File: src/hw/rtl/periodic_task_tick_scheduler_core_macros.svh
// Assertion macros for the periodic task tick scheduler.
// Used by the top level; expects clk_i and rst_ni in scope.
`ifndef PERIODIC_TASK_TICK_SCHEDULER_CORE_MACROS_SVH
`define PERIODIC_TASK_TICK_SCHEDULER_CORE_MACROS_SVH

// Same-cycle implication, disabled in reset.
`define PTTS_ASSERT_IMP(lbl, ante, cons, msg) \
  lbl: assert property (@(posedge clk_i) disable iff (!rst_ni) (ante) |-> (cons)) \
    else $error(msg);

// Next-cycle implication, disabled in reset.
`define PTTS_ASSERT_NXT(lbl, ante, cons, msg) \
  lbl: assert property (@(posedge clk_i) disable iff (!rst_ni) (ante) |=> (cons)) \
    else $error(msg);

`endif

File: src/hw/rtl/ptts_pkg.sv
// Shared types and codes for the periodic task tick scheduler.
// No dependencies; used by ptts_ctrl, ptts_dp and the top level.
package ptts_pkg;

  // operation codes
  localparam logic [2:0] OpCreate  = 3'd0;
  localparam logic [2:0] OpDelete  = 3'd1;
  localparam logic [2:0] OpSuspend = 3'd2;
  localparam logic [2:0] OpResume  = 3'd3;
  localparam logic [2:0] OpTick    = 3'd4;

  // result kinds
  localparam logic [1:0] KindAck      = 2'd0;
  localparam logic [1:0] KindDispatch = 2'd1;
  localparam logic [1:0] KindIdle     = 2'd2;

  // status codes
  localparam logic [1:0] StOk       = 2'd0;
  localparam logic [1:0] StOccupied = 2'd1;
  localparam logic [1:0] StRange    = 2'd2;

  // dispatches per tick are capped
  localparam int unsigned MaxResults = 8;
  localparam int unsigned CntW       = $clog2(MaxResults + 1);

  typedef struct packed {
    logic [2:0]  operation;
    logic [7:0]  slot;
    logic [15:0] period;
    logic [15:0] first_delay;
    logic [15:0] task_handle;
  } ptts_in_t;

  typedef struct packed {
    logic [1:0]  kind;
    logic [1:0]  status;
    logic [5:0]  dispatched_slot;
    logic [15:0] dispatched_handle;
    logic        last;
  } ptts_out_t;

  // controller -> datapath
  typedef struct packed {
    logic capture;  // latch input beat, clear tick bookkeeping
    logic exec;     // run latched command, emit acknowledge
    logic step;     // process current slot of a tick walk
    logic flush;    // emit closing result of a tick
  } ptts_cmd_t;

  // datapath -> controller
  typedef struct packed {
    logic in_tick;   // incoming beat is a tick
    logic out_free;  // output register can take a beat this cycle
    logic stall;     // current slot is due but the held dispatch cannot leave
  } ptts_sts_t;

endpackage

File: src/hw/rtl/ptts_ctrl.sv
// Sequencer for the periodic task tick scheduler: accepts beats, runs commands
// and walks the slot table on a tick. Depends on ptts_pkg.
module ptts_ctrl #(
  parameter int unsigned SLOT_COUNT = 8,
  parameter int unsigned IdxW       = 3
) (
  input  logic                  clk_i,
  input  logic                  rst_ni,
  input  logic                  in_valid_i,
  output logic                  in_ready_o,
  input  ptts_pkg::ptts_sts_t   sts_i,
  output ptts_pkg::ptts_cmd_t   cmd_o,
  output logic [IdxW-1:0]       idx_o,
  output logic [IdxW-1:0]       rd_idx_o
);
  import ptts_pkg::*;

  localparam logic [1:0] SIdle  = 2'd0;
  localparam logic [1:0] SCmd   = 2'd1;
  localparam logic [1:0] SProc  = 2'd2;
  localparam logic [1:0] SFlush = 2'd3;

  localparam logic [IdxW-1:0] LastIdx = IdxW'(SLOT_COUNT - 1);

  logic [1:0]      state_q, state_d;
  logic [IdxW-1:0] idx_q, idx_d;

  always_comb begin
    cmd_o   = '0;
    state_d = state_q;
    idx_d   = idx_q;
    case (state_q)
      SIdle: begin
        if (in_valid_i) begin
          cmd_o.capture = 1'b1;
          state_d       = sts_i.in_tick ? SProc : SCmd;
        end
      end
      SCmd: begin
        if (sts_i.out_free) begin
          cmd_o.exec = 1'b1;
          state_d    = SIdle;
        end
      end
      SProc: begin
        if (!sts_i.stall) begin
          cmd_o.step = 1'b1;
          if (idx_q == LastIdx) begin
            idx_d   = '0;
            state_d = SFlush;
          end else begin
            idx_d = idx_q + 1'b1;
          end
        end
      end
      SFlush: begin
        if (sts_i.out_free) begin
          cmd_o.flush = 1'b1;
          state_d     = SIdle;
        end
      end
      default: begin
        state_d = SIdle;
        idx_d   = '0;
      end
    endcase
  end

  assign in_ready_o = (state_q == SIdle);
  assign idx_o      = idx_q;
  // table read is registered, so address it with the next index
  assign rd_idx_o   = idx_d;

  always_ff @(posedge clk_i or negedge rst_ni) begin
    if (!rst_ni) begin
      state_q <= SIdle;
      idx_q   <= '0;
    end else begin
      state_q <= state_d;
      idx_q   <= idx_d;
    end
  end

endmodule

File: src/hw/rtl/ptts_dp.sv
// Datapath of the periodic task tick scheduler: slot table, command latch,
// held dispatch and output register. Depends on ptts_pkg.
module ptts_dp #(
  parameter int unsigned SLOT_COUNT = 8,
  parameter int unsigned IdxW       = 3
) (
  input  logic                  clk_i,
  input  logic                  rst_ni,
  input  ptts_pkg::ptts_in_t    in_data_i,
  output logic                  out_valid_o,
  input  logic                  out_ready_i,
  output ptts_pkg::ptts_out_t   out_data_o,
  input  ptts_pkg::ptts_cmd_t   cmd_i,
  input  logic [IdxW-1:0]       idx_i,
  input  logic [IdxW-1:0]       rd_idx_i,
  output ptts_pkg::ptts_sts_t   sts_o
);
  import ptts_pkg::*;

  // slot table: occupied marks in flops, the rest in memories
  logic [SLOT_COUNT-1:0] occ_q;
  logic                  susp_mem [SLOT_COUNT];
  logic [15:0]           per_mem  [SLOT_COUNT];
  logic [15:0]           cd_mem   [SLOT_COUNT];
  logic [15:0]           hdl_mem  [SLOT_COUNT];

  logic        susp_rd_q;
  logic [15:0] per_rd_q, cd_rd_q, hdl_rd_q;

  ptts_in_t  in_q;
  logic      out_valid_q;
  ptts_out_t out_q;

  logic            pend_valid_q;
  logic [IdxW-1:0] pend_slot_q;
  logic [15:0]     pend_hdl_q;
  logic [CntW-1:0] cnt_q;

  logic            in_range, cmd_occ, active, due, out_free;
  logic [IdxW-1:0] cmd_idx, wr_idx;
  logic [1:0]      status;
  logic            occ_set, occ_clr;
  logic            susp_we, susp_wd;
  logic            create_we, cd_we;
  logic [15:0]     cd_wd;

  assign in_range = (in_q.slot < 8'(SLOT_COUNT));
  assign cmd_idx  = in_q.slot[IdxW-1:0];
  assign cmd_occ  = in_range && occ_q[cmd_idx];
  assign active   = occ_q[idx_i] && !susp_rd_q;
  assign due      = active && (cd_rd_q == 16'd0) && (cnt_q < CntW'(MaxResults));
  assign out_free = !out_valid_q || out_ready_i;

  assign sts_o.in_tick  = (in_data_i.operation == OpTick);
  assign sts_o.out_free = out_free;
  assign sts_o.stall    = due && pend_valid_q && !out_free;

  // command decode
  always_comb begin
    status    = StOk;
    occ_set   = 1'b0;
    occ_clr   = 1'b0;
    susp_we   = 1'b0;
    susp_wd   = 1'b0;
    create_we = 1'b0;
    case (in_q.operation)
      OpCreate: begin
        if (!in_range) begin
          status = StRange;
        end else if (cmd_occ) begin
          status = StOccupied;
        end else begin
          occ_set   = cmd_i.exec;
          susp_we   = cmd_i.exec;
          create_we = cmd_i.exec;
        end
      end
      OpDelete: begin
        if (!in_range) status = StRange;
        else occ_clr = cmd_i.exec;
      end
      OpSuspend: begin
        if (!in_range) begin
          status = StRange;
        end else begin
          susp_we = cmd_i.exec;
          susp_wd = 1'b1;
        end
      end
      OpResume: begin
        if (!in_range) status = StRange;
        else susp_we = cmd_i.exec;
      end
      default: status = StOk;
    endcase
  end

  // countdown update: loaded on create, stepped during a tick walk; a due slot past the cap is left alone
  always_comb begin
    cd_we = 1'b0;
    cd_wd = in_q.first_delay;
    if (create_we) begin
      cd_we = 1'b1;
    end else if (cmd_i.step && active) begin
      if (due) begin
        cd_we = 1'b1;
        cd_wd = per_rd_q - 16'd1;
      end else if (cd_rd_q != 16'd0) begin
        cd_we = 1'b1;
        cd_wd = cd_rd_q - 16'd1;
      end
    end
  end

  assign wr_idx = cmd_i.exec ? cmd_idx : idx_i;

  // memories: one write port, one registered read port
  always_ff @(posedge clk_i) begin
    if (susp_we)   susp_mem[wr_idx] <= susp_wd;
    if (create_we) per_mem[wr_idx]  <= in_q.period;
    if (create_we) hdl_mem[wr_idx]  <= in_q.task_handle;
    if (cd_we)     cd_mem[wr_idx]   <= cd_wd;
    susp_rd_q <= susp_mem[rd_idx_i];
    per_rd_q  <= per_mem[rd_idx_i];
    cd_rd_q   <= cd_mem[rd_idx_i];
    hdl_rd_q  <= hdl_mem[rd_idx_i];
  end

  always_ff @(posedge clk_i or negedge rst_ni) begin
    if (!rst_ni) begin
      occ_q <= '0;
    end else if (occ_set) begin
      occ_q[cmd_idx] <= 1'b1;
    end else if (occ_clr) begin
      occ_q[cmd_idx] <= 1'b0;
    end
  end

  // payload registers
  always_ff @(posedge clk_i) begin
    if (cmd_i.capture) in_q <= in_data_i;
    if (cmd_i.step && due) begin
      pend_slot_q <= idx_i;
      pend_hdl_q  <= hdl_rd_q;
    end
    if (cmd_i.exec) begin
      out_q.kind              <= KindAck;
      out_q.status            <= status;
      out_q.dispatched_slot   <= '0;
      out_q.dispatched_handle <= '0;
      out_q.last              <= 1'b1;
    end else if (cmd_i.step && due && pend_valid_q) begin
      out_q.kind              <= KindDispatch;
      out_q.status            <= StOk;
      out_q.dispatched_slot   <= 6'(pend_slot_q);
      out_q.dispatched_handle <= pend_hdl_q;
      out_q.last              <= 1'b0;
    end else if (cmd_i.flush) begin
      out_q.kind              <= pend_valid_q ? KindDispatch : KindIdle;
      out_q.status            <= StOk;
      out_q.dispatched_slot   <= pend_valid_q ? 6'(pend_slot_q) : 6'd0;
      out_q.dispatched_handle <= pend_valid_q ? pend_hdl_q : 16'd0;
      out_q.last              <= 1'b1;
    end
  end

  // control registers
  always_ff @(posedge clk_i or negedge rst_ni) begin
    if (!rst_ni) begin
      out_valid_q  <= 1'b0;
      pend_valid_q <= 1'b0;
      cnt_q        <= '0;
    end else begin
      if (cmd_i.exec || cmd_i.flush || (cmd_i.step && due && pend_valid_q)) begin
        out_valid_q <= 1'b1;
      end else if (out_ready_i) begin
        out_valid_q <= 1'b0;
      end
      if (cmd_i.capture || cmd_i.flush) begin
        pend_valid_q <= 1'b0;
        cnt_q        <= '0;
      end else if (cmd_i.step && due) begin
        pend_valid_q <= 1'b1;
        cnt_q        <= cnt_q + 1'b1;
      end
    end
  end

  assign out_valid_o = out_valid_q;
  assign out_data_o  = out_q;

endmodule

File: src/hw/rtl/periodic_task_tick_scheduler_core.sv
// Periodic task tick scheduler, top level. Uses ptts_pkg, ptts_ctrl, ptts_dp.
// Input channel (in_valid_i/in_ready_o, in_data_i): one beat is a create,
// delete, suspend, resume or tick. Output channel (out_valid_o/out_ready_i,
// out_data_o): result beats; the final beat caused by an input has last set.
// Commands give one acknowledge beat, registered once the command is latched
// and the output register is free.
// A tick walks the slot table one slot per cycle while not halted, from
// slot 0 upward, then emits a closing beat. Each due slot's dispatch is held
// until the next due slot or the end of the walk, since only then is its last
// flag known; at most 8 dispatches come out per tick. The walk rate is set by
// the single registered read port of the slot memories.
// Stall: the output register holds a beat until taken; the block keeps
// accepting a new input meanwhile. A command's acknowledge and a tick's
// closing beat wait for the register to free, and a tick walk halts when a
// due slot is reached while a dispatch is held and the register is still full.
// Reset (rst_ni low, asynchronous) clears every occupied mark and all
// control state; other slot fields are written by create before use.
`include "periodic_task_tick_scheduler_core_macros.svh"

module periodic_task_tick_scheduler_core #(
  parameter int unsigned SLOT_COUNT = 8
) (
  input  logic                 clk_i,
  input  logic                 rst_ni,
  input  logic                 in_valid_i,
  output logic                 in_ready_o,
  input  ptts_pkg::ptts_in_t   in_data_i,
  output logic                 out_valid_o,
  input  logic                 out_ready_i,
  output ptts_pkg::ptts_out_t  out_data_o
);
  import ptts_pkg::*;

  localparam int unsigned IdxW = (SLOT_COUNT > 1) ? $clog2(SLOT_COUNT) : 1;

  ptts_cmd_t       cmd;
  ptts_sts_t       sts;
  logic [IdxW-1:0] idx;
  logic [IdxW-1:0] rd_idx;

  // sequencer
  ptts_ctrl #(
    .SLOT_COUNT (SLOT_COUNT),
    .IdxW       (IdxW)
  ) u_ctrl (
    .clk_i      (clk_i),
    .rst_ni     (rst_ni),
    .in_valid_i (in_valid_i),
    .in_ready_o (in_ready_o),
    .sts_i      (sts),
    .cmd_o      (cmd),
    .idx_o      (idx),
    .rd_idx_o   (rd_idx)
  );

  // slot table and result path
  ptts_dp #(
    .SLOT_COUNT (SLOT_COUNT),
    .IdxW       (IdxW)
  ) u_dp (
    .clk_i       (clk_i),
    .rst_ni      (rst_ni),
    .in_data_i   (in_data_i),
    .out_valid_o (out_valid_o),
    .out_ready_i (out_ready_i),
    .out_data_o  (out_data_o),
    .cmd_i       (cmd),
    .idx_i       (idx),
    .rd_idx_i    (rd_idx),
    .sts_o       (sts)
  );

  // one input beat at a time: busy right after an accept
  `PTTS_ASSERT_NXT(a_busy_after_accept, in_valid_i && in_ready_o, !in_ready_o, "accepted twice in a row")
  // a tick with nothing due always closes its result sequence
  `PTTS_ASSERT_IMP(a_idle_is_last, out_valid_o && (out_data_o.kind == KindIdle), out_data_o.last, "idle tick beat without last")
  // error status only ever rides on an acknowledge
  `PTTS_ASSERT_IMP(a_err_on_ack, out_valid_o && (out_data_o.status != StOk), out_data_o.kind == KindAck, "error status on non-ack beat")

endmodule
File: config.mk
export PLATFORM = sky130hd
export DESIGN_NAME = periodic_task_tick_scheduler_core
export DESIGN_NICKNAME = d
export VERILOG_FILES = /design/src/hw/rtl/ptts_pkg.sv /design/src/hw/rtl/ptts_ctrl.sv /design/src/hw/rtl/ptts_dp.sv /design/src/hw/rtl/periodic_task_tick_scheduler_core.sv
export VERILOG_INCLUDE_DIRS = /design/src /design/src/hw/rtl
export SDC_FILE = /design/constraint.sdc
export NUM_CORES = 1
export LEC_CHECK = 0
export BUFFER_PORTS_ARGS = -buffer_cell sky130_fd_sc_hd__buf_2
export CAP_MARGIN = 20
export CORE_MARGIN = 1
export CORE_UTILIZATION = 60
export CTS_BUF_LIST = sky130_fd_sc_hd__clkbuf_4 sky130_fd_sc_hd__clkbuf_8
export CTS_CLUSTER_SIZE = 24
export DETAILED_ROUTE_END_ITERATION = 6
export PLACE_DENSITY = 0.77
export SYNTH_ARGS = -nofsm -noshare
export SYNTH_HDL_FRONTEND = slang
export SYNTH_SLANG_ARGS = --single-unit
File: constraint.sdc
create_clock -name clk_i -period 6.8 [get_ports clk_i]
set_input_delay 0.68 -clock clk_i [delete_from_list [all_inputs] [get_ports clk_i]]
set_output_delay 0.68 -clock clk_i [all_outputs]
set_load 0.01 [all_outputs]
# After elaboration in Yosys (flattened, before gate mapping)
# Memories as Yosys holds them, arrays and structs flattened. A register that Yosys moved wholly into a read port is not among the register bits.
# Cells that the tools add are included.
[op_classes]
addsub = 4
magnitude_cmp = 5
n_eq_ne = 12
muxes = 63
bitwise = 3
reduce_logical = 31
[ops]
columns = ["cell", "count"]
rows = [
  ["$mux 16", 5],
  ["$mux 26", 2],
  ["$mux 1", 32],
  ["$sub 16x1->16 const B", 2],
  ["$mux 25", 1],
  ["$logic_not 16->1", 1],
  ["$mux 2", 8],
  ["$mux 8", 2],
  ["$reduce_bool 16->1", 1],
  ["$mux 3", 5],
  ["$logic_and 1x1->1", 10],
  ["$and 8x8->8", 1],
  ["$lt 3x4->1 const B", 2],
  ["$lt 8x4->1 const B", 1],
  ["$mux 4", 2],
  ["$not 8->8", 1],
  ["$or 8x8->8", 1],
  ["$reduce_bool 2->1", 4],
  ["$bmux 1 s3", 2],
  ["$eq 3x2->1 const B", 2],
  ["$eq 3x3->1 const B", 2],
  ["$pmux 2 s3", 1],
  ["$reduce_or 2->1", 3],
  ["$add 4x1->4 const B", 1],
  ["18 further kinds", 26],
]
[totals]
regBits = 124
mem_bits_rw = 392
inputBits = 63
output_inout_bits = 29
memories = 4
[memory_table]
columns = ["memory", "depth", "width", "read_ports", "rd_clocked_by_memory_dff", "wr", "line", "source"]
rows = [
  ["u_dp.cd_mem", 8, 16, 1, 1, 1, "ptts_dp.sv:24", "logic [15:0] cd_mem [SLOT_COUNT];"],
  ["u_dp.hdl_mem", 8, 16, 1, 1, 1, "ptts_dp.sv:25", "logic [15:0] hdl_mem [SLOT_COUNT];"],
  ["u_dp.per_mem", 8, 16, 1, 1, 1, "ptts_dp.sv:23", "logic [15:0] per_mem [SLOT_COUNT];"],
  ["u_dp.susp_mem", 8, 1, 1, 1, 1, "ptts_dp.sv:22", "logic susp_mem [SLOT_COUNT];"],
]

# Longest topological paths before layout
[logic_depth]
ltp_word = 14
depth_mapped = 13

# Cells and area by module
# From an unflattened synthesis, not the netlist that was laid out.
[unflattened]
cells_unflattened = 1082
area_unflattened_um2 = 21149.0
[by_module_without_submodules]
columns = ["module", "n_inst", "cells_each", "area_each_um2", "seq_area_each_um2"]
rows = [
  ["ptts_dp", 1, 1060, 20881.3, 15945.3],
  ["ptts_ctrl", 1, 22, 267.8, 125.1],
]

# Worst setup path before layout
# No wires, ideal clock.
[synth_timing]
path_type = "register to register"
start = "register u_dp.in_q, in the netlist u_dp.cmd_idx[2]"
end = "memory u_dp.hdl_mem[2][0] (enable)"
setup_time_ns = 0.462
arrival_time_ns = 4.216
required_time_ns = 6.338
path_slack_ns = 2.122
path_stages_with_launch = 7
path_buffers = 2
cell_sequence = "edfxtp_1 clkbuf_1 mux4_2 mux2_2 or4_1 clkbuf_1 nor3_1"
[synth_between]
elab_chain_len = 8
word_cells_on_any_way = 10
classes_between = "1 x order compare; 8 x mux; 1 x reduce/logical"
[synth_rtl]
columns = ["element", "line", "source"]
rows = [
  ["start: declaration", "ptts_dp.sv:30", "ptts_in_t in_q;"],
  ["start signal: assignment", "ptts_dp.sv:141", "if (cmd_i.capture) in_q <= in_data_i;"],
  ["branches (longest 8 deep; another with $lt 8x4->1)", "-", ""],
  ["end: declaration", "ptts_dp.sv:25", ""],
]
# Several ways; the timed one is not identified. The select of a mux whose other input is x is not followed.

# Final worst setup path
[layout_timing]
start = "register u_ctrl.idx_q[0] (netlist: u_ctrl.idx_o[0])"
end = "register u_dp.cd_rd_q[2] (read register of u_dp.cd_mem)"
[layout_between]
elab_chain_len = 9
word_cells_on_any_way = 12
classes_between = "1 x add/sub; 1 x eq/ne; 5 x mux; 5 x reduce/logical"
[layout_rtl]
columns = ["element", "line", "source"]
rows = [
  ["start: declaration", "ptts_ctrl.sv:26", "logic [IdxW-1:0] idx_q, idx_d;"],
  ["start signal: assignment", "ptts_ctrl.sv:80", "idx_q <= idx_d;"],
  ["$bmux 1 s3", "ptts_dp.sv:50", "assign active = occ_q[idx_i] && !susp_rd_q;"],
  ["$mux 1 (not written as such)", "ptts_dp.sv:50", ""],
  ["$logic_and 1x1->1", "ptts_dp.sv:50", ""],
  ["$logic_and 1x1->1 (2 in series)", "ptts_dp.sv:51", "assign due = active && (cd_rd_q == 16'd0) && (cnt_q < CntW'(MaxResults));"],
  ["$logic_and 1x1->1 (2 in series)", "ptts_dp.sv:56", "assign sts_o.stall = due && pend_valid_q && !out_free;"],
  ["$mux 3", "ptts_ctrl.sv:46", "if (!sts_i.stall) begin"],
  ["$mux 3 *", "ptts_ctrl.sv:32", "case (state_q)"],
  ["end: declaration", "ptts_dp.sv:28", "logic [15:0] per_rd_q, cd_rd_q, hdl_rd_q;"],
]
# Mark *: on every way between the ends. The rest lies on a longest branch, timed or not. The select of a mux whose other input is x is not followed.
# A chain may end at the register's enable or synchronous reset.

==> results.md <==
* Status: finished with violations
* Failing checks: design-rule violations
* Full die area at about 0.048 mm2
* DRT Pass-1 Iters at 7
* DIE WIDTH at roughly 220 um
* First-pass GRT wire length at ~120 mm
* Hold_sp: in_data_i[45]
* Crit start category: register
* Seq/Total Area, Yosys at 0.5670
* RSZ-0062 raised after global routing: false
* DP HPWL at roughly 42 mm
* Synth warnings at 0
* Synth cell types at 66
* FMAX at approximately 220 MHz
* Ant. Diodes at 0
* Synth Flop Type: edfxtp_1
* FF+latch count, synth at 562
* Final hold vios at 0
* Via Count at roughly 22,000
* Relative slew slack at 0.1754
* All-Layer GR Usage at 0.3271
* Initial antenna violation count at 0
* Hold Crit Class: input pin to register
* Largest net degree at the start of global routing at approximately 180
* Port Buf Inserts at a little under 90
* Final WL at ~80 mm
* Worst clock skew at 0.03113 ns
* CTS tree: yes
* CP bufs+invs at 3
* Postcts setup bufs at 0
* Multi-input gate area at approximately 0.011 mm2
* Vias in the first global route at around 21,000
* Area after DPL at between 0.02 and 0.03 mm2
* Synth area leaders: edfxtp_1 (50%), mux2i_1 (12%), nand2_1 (5.9%), dfxtp_1 (5.0%), nor2_1 (4.5%)
* Root buf cell: clkbuf_8
* Post-route ant nets at 0
* Post-synth ARST share at 0.03381
* Setup TNS at 0 ns
* Avg Inst Size Synth at 10.97 um2
* DRC Markers at 6
* Worst Setup SP: u_ctrl.idx_o[0]
* Die Height at roughly 220 um
* Leading area contributor after synthesis: edfxtp_1
* Critical Path Max Stage Delay at 0.88 ns
* Place WS at about 2.1 ns
* Fin cells at 3,295
* Initial Util at 0.6088
* Cell count after placement at 3,115
* Clock slew at reported path FFs at about 0.060 ns
* VDD IR max at 0.6392 mV
* CP Class: register to register
* Core area at 0.04656 mm2
* Final instance area at 0.03112 mm2
* Top-count cell post-synth: edfxtp_1
* Post-Syn Area at roughly 0.028 mm2
* Clock Tree Buf Depth at 3
* Leakage at about 10 nW
* Final setup margin at 2.255 ns
* GR Overflow Total at 0
* FP Rows at between 70 and 80
* Fin crit period at 4.545 ns
* Proportion of layout cells with a drive suffix above 1 at 0.1343
* Layout net count at around 2,700
* PD cells at roughly 400 mW/mm2
* Fin crit share at 0.6684
* Pins Over Slew Limit at 0
* Reg2reg start: u_ctrl.idx_o[0]
* Cell count after synthesis at between 2,000 and 3,000
* DR WL/cell at about 24 um
* Synth cell count leaders: edfxtp_1 (472), nand2_1 (444), mux2i_1 (345)
* Synth top area share at 0.5001
* CP Cell Sequence: buf_16, mux4_2, o221a_4, a31oi_4, buf_4, buf_4, mux2i_1, o32ai_1, nor4_1
* Area growth syn-to-layout at 9.819%
* Setup violators final at 0
* Io pins at roughly 90
* Gpl congestion at ~0.93
* Actual slew at the worst max-slew pin at about 1.2 ns
* Most Frequent Cell on Critical Path: buf_4
* Clock sink total at around 560
* H-tree levels at 3
* Total CTS buffers at between 90 and 100
* Vias/cell at approximately 6.7
* Worst skew pair latency at approximately 0.7 ns
* Drt initial violations at around 3,000
* CP delay by family, top: buffers and inverters
* Crit path max fanout at 70
* Worst path slowest cell: buf_4
* FF+latch area at around 0.016 mm2
* Req. time, crit path at between 7 and 8 ns
* Post-synth EDFFs at between 400 and 500
* Total of max-cap violations at 0
* Arrival time worst endpoint at just over 5 ns
* Filler cells at 3,340
* Nature of the critical path endpoint: register
cell usage in the layout (no fill, tap or decap), drive strengths merged, types with 7 or more instances in the layout:
master and instances:
nand2 444, xnor2 17, dfxtp 71, o21ai 40
o22a 7, mux2i 346, edfxtp 472, or3 106
nor2 341, nand3 22, a211oi 49, clkinv 22
a31oi 51, dfrtp 19, xor2 9, clkbuf 151
a2111oi 50, nand2b 9, or2 7, inv 63
buf 130, a21oi 17, nor4 55, nor3 13
o22ai 8, o32ai 98
cell families after synthesis:
group / synth area share
buf+inv: 0.04168
compound gates: 0.09774
mux: 0.1273
fa+ha+maj: 0.002207
xor+xnor: 0.008035
other cells: 0.0001323
flops: 0.5670
simple gates: 0.1559
power by group:
group	switching (mW)	internal [mW]	total, mW	leakage [nW]
combinational	3.31	1.49	4.80	4.20
clock	1.36	1.72	3.08	1.05
sequential	0.396	4.16	4.56	5.11
total	5.07	7.37	12.4	10.4
worst paths after layout:
path / end / slack (ns) / cells past startpoint
max in group asynchronous: u_ctrl.idx_o[0] / 5.96 / 2
worst min-delay path: u_dp.in_q[45] / 0.15 / 1
worst min register to register: u_dp.pend_hdl_q[14] / 0.40 / 0
min in group asynchronous: u_ctrl.state_q[1] / 0.45 / 2
worst max register to register: u_dp.cd_rd_q[2] / 2.26 / 9
worst max-delay path: u_dp.cd_rd_q[2] / 2.26 / 9
state kept, by name, indices dropped and copies added (netlist names), named ones only:
| signal | cells |
|---|---|
| u_dp.cd_mem | 128 |
| u_dp.hdl_mem | 128 |
| u_dp.per_mem | 128 |
| u_dp.in_q | 56 |
| u_dp.out_data_o | 24 |
| u_dp.cd_rd_q | 16 |
| u_dp.hdl_rd_q | 16 |
| u_dp.pend_hdl_q | 16 |
| u_dp.per_rd_q | 16 |
| u_dp.susp_mem | 8 |
| u_dp.cnt_q | 4 |
| u_ctrl.idx_o | 3 |
| u_dp.cmd_idx | 3 |
| u_dp.pend_slot_q | 3 |
| u_ctrl.state_q | 2 |
| u_dp.out_valid_o | 1 |
| u_dp.pend_valid_q | 1 |
| u_dp.susp_rd_q | 1 |
worst reg2reg max path, cell delays in order, from the launching register on:
cell	delay [ns]
dfrtp_4	0.75
buf_16	0.33
mux4_2	0.58
o221a_4	0.32
a31oi_4	0.34
buf_4	0.45
buf_4	0.89
mux2i_1	0.30
o32ai_1	0.37
nor4_1	0.08
layer usage:
metal  global-route usage  share of wire  up-vias
li1                     -              -     9573
met1               0.4315           0.38    10615
met2               0.5154           0.46     1506
met3              0.05946           0.12      263
met4               0.1734          0.039        0
met5                    0              0        -
repair_timing:
item,4_1_cts,5_1_grt
endpoints found under the hold margin,19,0
setup endpoints to repair,0,0
hold buffers,1,0
gates resized for setup,0,0
through the flow:
stage / power, mW / util / hold slack, ns
3_3_place_gp: 9.061 / 0.6251 / 0.3885
6_report: 12.43 / 0.6685 / 0.1521
2_1_floorplan: 7.696 / - / 0.3844
5_1_grt: 12.91 / 0.6685 / 0.1312
3_5_place_dp: 9.218 / 0.6251 / 0.3895
4_1_cts: 12.29 / 0.6673 / 0.1011
area by class of cell:
cell class | instances | area share
inverter | 61 | 0.007357
clock buffer | 151 | 0.05813
tap | 607 | 0.02440
timing repair buffer | 131 | 0.02750
sequential | 562 | 0.5165
multi-input combinational | 1757 | 0.3614
clock inverter | 26 | 0.004744
Power figures use the tool's default switching activity.
